## src/sv/u8u32_pkg.sv

```systemverilog
// Package: result kinds, result record and constants for the UTF-8 to UTF-32 decoder.
`default_nettype none

package u8u32_pkg;

    localparam int unsigned BYTE_W   = 8;
    localparam int unsigned WORD_W   = 21;
    localparam int unsigned TDATA_W  = 24;
    localparam int unsigned QDEPTH_W = 2;

    localparam logic [WORD_W-1:0] BOM_WORD = 21'h00feff;

    typedef enum logic [1:0] {
        KIND_BOM  = 2'd0,
        KIND_CHAR = 2'd1,
        KIND_ERR  = 2'd2
    } kind_t;

    typedef struct packed {
        logic [WORD_W-1:0] word;
        kind_t             kind;
        logic              last;
    } result_t;

endpackage

`default_nettype wire

```

## src/sv/utf8_to_utf32_decoder.sv

```systemverilog
// Top level: UTF-8 byte stream in, UTF-32 code point items out.
//
//  channel   | direction | tdata                         | tuser          | tlast
//  ----------+-----------+-------------------------------+----------------+------
//  s_axis_*  | in        | [7:0] data_byte               | start_stream   | -
//  m_axis_*  | out       | [20:0] out_word, [23:21] zero | [1:0] kind     | last
//
// One byte is accepted every cycle while each byte yields at most one result and no
// stall on m_axis_tready holds the result queue; a byte flagged as a stream start that
// also completes a character yields two results and is held until the queue has room for both.
// A byte passes through the input register, then the two-entry result queue, before
// its first result is valid.
// Reset (aresetn low, synchronous) empties both stages and returns the decoder to idle.
// A stall on m_axis_tready backs up through the result queue into the input register.
`default_nettype none

module utf8_to_utf32_decoder
    import u8u32_pkg::*;
(
    input  wire logic               aclk,
    input  wire logic               aresetn,

    input  wire logic               s_axis_tvalid,
    output logic                    s_axis_tready,
    input  wire logic [BYTE_W-1:0]  s_axis_tdata,   // [7:0] data_byte
    input  wire logic               s_axis_tuser,   // [0] start_stream

    output logic                    m_axis_tvalid,
    input  wire logic               m_axis_tready,
    output logic [TDATA_W-1:0]      m_axis_tdata,   // [20:0] out_word, [23:21] zero
    output logic [1:0]              m_axis_tuser,   // [1:0] kind
    output logic                    m_axis_tlast    // last result of its byte
);

    // input register
    logic              in_valid_reg;
    logic [BYTE_W-1:0] in_byte_reg;
    logic              in_start_reg;

    // decoder state
    logic [1:0]        bytes_left_reg, bytes_left_next;
    logic [WORD_W-1:0] accum_reg, accum_next;

    // result queue, entry 0 is the head
    result_t             q_reg [2];
    result_t             q_next [2];
    logic [QDEPTH_W-1:0] count_reg, count_next;

    // decode
    logic [1:0]        eff_left;
    logic [WORD_W-1:0] eff_accum;
    logic [WORD_W-1:0] cont_accum;
    logic [1:0]        left_dec;
    logic              char_valid;
    result_t           char_res;
    result_t           bom_res;
    result_t           res0, res1;
    logic [1:0]        n_res;

    // queue control
    logic                pop;
    logic                adv;
    logic [QDEPTH_W-1:0] base;
    logic [2:0]          fill_sum;
    result_t             sh0, sh1;

    // ---------------------------------------------------------------------
    // Decode the held byte against the current state
    // ---------------------------------------------------------------------
    always_comb begin
        // start flag drops any unfinished sequence
        eff_left   = in_start_reg ? 2'd0 : bytes_left_reg;
        eff_accum  = in_start_reg ? '0 : accum_reg;
        cont_accum = {eff_accum[WORD_W-7:0], in_byte_reg[5:0]};
        left_dec   = eff_left - 2'd1;

        char_valid      = 1'b0;
        char_res.word   = '0;
        char_res.kind   = KIND_CHAR;
        char_res.last   = 1'b1;
        bytes_left_next = eff_left;
        accum_next      = eff_accum;

        if (eff_left != 2'd0) begin
            // any byte inside a sequence counts as a continuation
            bytes_left_next = left_dec;
            if (left_dec == 2'd0) begin
                char_valid    = 1'b1;
                char_res.word = cont_accum;
                accum_next    = '0;
            end else begin
                accum_next = cont_accum;
            end
        end else begin
            case (in_byte_reg) inside
                8'b0???_????: begin
                    char_valid    = 1'b1;
                    char_res.word = {{(WORD_W-BYTE_W){1'b0}}, in_byte_reg};
                    accum_next    = '0;
                end
                8'b110?_????: begin
                    accum_next      = {{(WORD_W-5){1'b0}}, in_byte_reg[4:0]};
                    bytes_left_next = 2'd1;
                end
                8'b1110_????: begin
                    accum_next      = {{(WORD_W-4){1'b0}}, in_byte_reg[3:0]};
                    bytes_left_next = 2'd2;
                end
                8'b1111_0???: begin
                    accum_next      = {{(WORD_W-3){1'b0}}, in_byte_reg[2:0]};
                    bytes_left_next = 2'd3;
                end
                default: begin
                    // lone continuation or five and more leading ones
                    char_valid    = 1'b1;
                    char_res.kind = KIND_ERR;
                    accum_next    = '0;
                end
            endcase
        end

        bom_res.word = BOM_WORD;
        bom_res.kind = KIND_BOM;
        bom_res.last = !char_valid;

        // order the results: mark first when flagged
        if (in_start_reg) begin
            res0  = bom_res;
            res1  = char_res;
            n_res = char_valid ? 2'd2 : 2'd1;
        end else begin
            res0  = char_res;
            res1  = char_res;
            n_res = {1'b0, char_valid};
        end
    end

    // ---------------------------------------------------------------------
    // Result queue: pop at the head, append up to two results at the tail
    // ---------------------------------------------------------------------
    assign pop      = m_axis_tvalid && m_axis_tready;
    assign base     = count_reg - {{(QDEPTH_W-1){1'b0}}, pop};
    assign fill_sum = {1'b0, base} + {1'b0, n_res};
    assign adv      = in_valid_reg && (fill_sum <= 3'd2);

    assign s_axis_tready = !in_valid_reg || adv;

    always_comb begin
        sh0 = pop ? q_reg[1] : q_reg[0];
        sh1 = q_reg[1];
        q_next[0] = sh0;
        q_next[1] = sh1;
        count_next = base;
        if (adv) begin
            count_next = fill_sum[QDEPTH_W-1:0];
            if (base == 2'd0) begin
                q_next[0] = res0;
                q_next[1] = res1;
            end else if (base == 2'd1) begin
                q_next[1] = res0;
            end
        end
    end

    // ---------------------------------------------------------------------
    // Registers
    // ---------------------------------------------------------------------
    always_ff @(posedge aclk) begin
        if (!aresetn) begin
            in_valid_reg   <= 1'b0;
            bytes_left_reg <= 2'd0;
            accum_reg      <= '0;
            count_reg      <= '0;
        end else begin
            if (s_axis_tready) begin
                in_valid_reg <= s_axis_tvalid;
            end
            if (adv) begin
                bytes_left_reg <= bytes_left_next;
                accum_reg      <= accum_next;
            end
            count_reg <= count_next;
        end
    end

    // payload: no reset
    always_ff @(posedge aclk) begin
        if (s_axis_tready && s_axis_tvalid) begin
            in_byte_reg  <= s_axis_tdata;
            in_start_reg <= s_axis_tuser;
        end
        q_reg[0] <= q_next[0];
        q_reg[1] <= q_next[1];
    end

    // ---------------------------------------------------------------------
    // Outputs
    // ---------------------------------------------------------------------
    assign m_axis_tvalid = (count_reg != '0);
    assign m_axis_tdata  = {{(TDATA_W-WORD_W){1'b0}}, q_reg[0].word};
    assign m_axis_tuser  = q_reg[0].kind;
    assign m_axis_tlast  = q_reg[0].last;

    // ---------------------------------------------------------------------
    // Assertions
    // ---------------------------------------------------------------------
    a_queue_bound: assert property (@(posedge aclk) disable iff (!aresetn)
        count_reg != 2'd3)
        else $error("result queue count out of range");

    a_idle_accum_clear: assert property (@(posedge aclk) disable iff (!aresetn)
        bytes_left_reg == 2'd0 |-> accum_reg == '0)
        else $error("accumulator not cleared while idle");

    a_bom_pair: assert property (@(posedge aclk) disable iff (!aresetn)
        (m_axis_tvalid && q_reg[0].kind == KIND_BOM && !q_reg[0].last)
            |-> count_reg == 2'd2)
        else $error("mark without its following result");

    a_err_word: assert property (@(posedge aclk) disable iff (!aresetn)
        (m_axis_tvalid && q_reg[0].kind == KIND_ERR) |-> q_reg[0].word == '0)
        else $error("error item with nonzero word");

    a_no_advance_when_full: assert property (@(posedge aclk) disable iff (!aresetn)
        (in_valid_reg && count_reg == 2'd2 && !m_axis_tready && n_res != 2'd0)
            |=> $stable(in_byte_reg))
        else $error("input advanced into a full queue");

endmodule

`default_nettype wire

```

## config.mk

```make
export PLATFORM = sky130hd
export DESIGN_NAME = utf8_to_utf32_decoder
export DESIGN_NICKNAME = d
export VERILOG_FILES = /design/src/sv/u8u32_pkg.sv /design/src/sv/utf8_to_utf32_decoder.sv
export SDC_FILE = /design/constraint.sdc
export NUM_CORES = 1
export LEC_CHECK = 0
export BUFFER_PORTS_ARGS = -buffer_cell sky130_fd_sc_hd__buf_4
export CAP_MARGIN = 5
export CORE_MARGIN = 10
export CORE_UTILIZATION = 50
export CTS_CLUSTER_SIZE = 25
export DETAILED_ROUTE_END_ITERATION = 6
export GPL_ROUTABILITY_DRIVEN = 0
export PLACE_DENSITY = 0.71
export SLEW_MARGIN = 20
export SYNTH_ARGS = -nofsm -noshare
export SYNTH_HDL_FRONTEND = slang
export SYNTH_SLANG_ARGS = --single-unit
export TNS_END_PERCENT = 50
```

## constraint.sdc

```tcl
create_clock -name aclk -period 5.8 [get_ports aclk]
set_input_delay 1.16 -clock aclk [delete_from_list [all_inputs] [get_ports aclk]]
set_output_delay 1.16 -clock aclk [all_outputs]
set_load 0.01 [all_outputs]
```

==> qor.csv <==
metric,value,unit
maxSlewViolCount,0,
drv_cap,0,
final_nets,375,
antenna_found_initial,0,
worst-path-stages,11,
track_usage,12.99,%
grt_overflow,0,
coreArea,6832,um^2
wl,6959,um
io_buffers,38,
clk_latency,350,ps
wl_per_cell,15.19,um
largest_register_ffs,48,
worstSetupPathType,reg2out,
drt_pass1_iterations,4,
crit_end,s_axis_tready,
final_core_util,55.49,%
finClkSkew,8.154,ps
status,completed,
path_buf_inv,3,
start_util,51.50,%
cts_root_buf,clkbuf_8,
synth-seq-cells,77,
rr_startpoint,in_start_reg,
layout_commonest_cell,nand2_1,
crit_required,4640,ps
setup_ws,1156,ps
p_per_area,561.9,nW/um^2
critPathSlowestCell,edfxtp_1,
postSynth.asyncResetShare,0,%
num_antenna_cells,0,
grt_pass1_wl,11640,um
clkTransAtPathRegs,80,ps
rsz0062_at_grt,no,
dpl.hpwl,4786,um
reg2regPathDepth,10,
worstMarginPinSlew,841.6,ps
cts_made_buffers,9,
vias,2462,
die_y,103.9,um
worstPathCellList,"and2b_1, a41o_1, inv_1, ha_1, ha_1, inv_1, fa_1, nand2b_1, nand2_1, nand2_1, buf_4",
die-width,103.9,um
synth_edf_count,33,
ys_seq_area_share,53.20,%
crit_arrival,3480,ps
ant_nets,0,
startpoint,in_start_reg,
fin_tns_setup,0,ps
htreeDepth,3,
preCtsSetupSlack,1271,ps
worstPathMaxFanout,26,
synth_ff_type,dfxtp_1,
drc_errors,0,
first_iter_violations,148,
reg2reg_to,q_reg[0][28],
dieArea,10790,um^2
cts_tree,done,
post_cts_buffers,0,
post_synth_instance_area,3518,um^2
cp_top_family,flip-flops,
hold_class,reg2reg,
critPathLaunchType,flip-flop,
grt_pass1_vias,2386,
ys_types,41,
finalCritPeriodShare,80.07,%
endpoint_kind,output pin,
fp-row-count,30,
postCtsHoldBufs,0,
period_needed,4644,ps
layout_common_cells,"nand2_1, dfxtp_1, buf_4, edfxtp_1, a21oi_1",
cts_resized,0,
synthCells,350,
leakagePower,1.564,nW
cts_sinks,77,
power.total,2.130,mW
drive_gt1_share,17.13,%
max_freq,215.3,MHz
hold_viol_final,0,
syn_to_final_growth,7.753,%
max-vdd-ir-drop,0.4677,mV
cts.path.max_buffers,2,
io_pins,42,
syn_area_per_cell,10.05,um^2
r2r_slack,1860,ps
setup_viol,0,
via_per_inst,5.376,
grt_max_degree,27,
max_slew_margin,43.89,%
max_stage_delay,900,ps
yosysWarnings,0,
==> layer usage <==
layer | up-vias | wire length, um | part of all wire [%] | track usage, %
met5 | - | 0 | 0 | 0
met4 | 0 | 137 | 2.0 | 6.660
met3 | 16 | 369 | 5.3 | 3.346
met2 | 65 | 3153 | 45 | 19.73
met1 | 1162 | 3299 | 47 | 16.63
li1 | 1219 | - | - | -
==> power breakdown <==
part	switching (mW)	total, mW	internal (mW)	leakage [nW]
logic	0.519	0.904	0.385	0.810
registers	0.0967	0.892	0.795	0.676
clock network	0.179	0.334	0.155	0.0784
==> worst min-delay path, cell delays in order, from the launching register on <==
cell and delay [ps]:
dfxtp_1 330, nand2_1 60, a21boi_1 50
==> Yosys cell counts, drive strengths merged, types with 4 or more instances <==
cell / n / share of area, %
nor2b: 4 / 0.71
a31oi: 15 / 2.7
buf: 40 / 8.4
nor2: 7 / 0.75
o21ai: 7 / 1.1
nand3: 13 / 1.8
edfxtp: 33 / 28
mux2i: 6 / 1.7
a21oi: 21 / 3.0
nand2: 63 / 6.7
a21o: 14 / 3.0
ha: 4 / 1.4
clkbuf: 8 / 0.85
a211oi: 15 / 3.2
a21boi: 10 / 2.1
inv: 7 / 0.75
and2: 11 / 2.0
dfxtp: 44 / 25
==> through the flow <==
step                hold slack [ps]  std cells  cell area [um^2]
floorplan                     439.6        352              3526
global placement              459.6        442              3636
detailed placement            465.3        442              3638
CTS                           477.0        458              3791
global route                  497.1        458              3791
finish                        476.5        458              3791
==> how the worst min path moves through the flow <==
stage | start | end | slack [ps] | depth (start not counted)
floorplan | accum_reg[12] | accum_reg[12] | 440 | 2
global placement | accum_reg[12] | accum_reg[12] | 460 | 2
detailed placement | accum_reg[12] | accum_reg[12] | 470 | 2
CTS | accum_reg[12] | accum_reg[12] | 480 | 2
global route | q_reg[0][4] | q_reg[0][4] | 500 | 2
finish | accum_reg[12] | accum_reg[12] | 480 | 2
==> logic make-up after synthesis <==
family,after synthesis,synth area share [%]
other cells,1,0.1066
mux,9,2.667
flops,77,53.20
xor+xnor,1,0.4624
compound gates,92,17.43
fa+ha+maj,5,1.992
simple gates,110,14.15
buf+inv,55,9.993
==> area by class of cell <==
class                      instances  area [um^2]
fill                             633         3040
sequential                        77         1872
multi-input combinational        220         1305
timing repair buffer              42        315.3
clock buffer                      14        142.6
tap                               96        120.1
inverter                           7        26.28
clock inverter                     2        10.01
(Power assumes the default switching activity.)
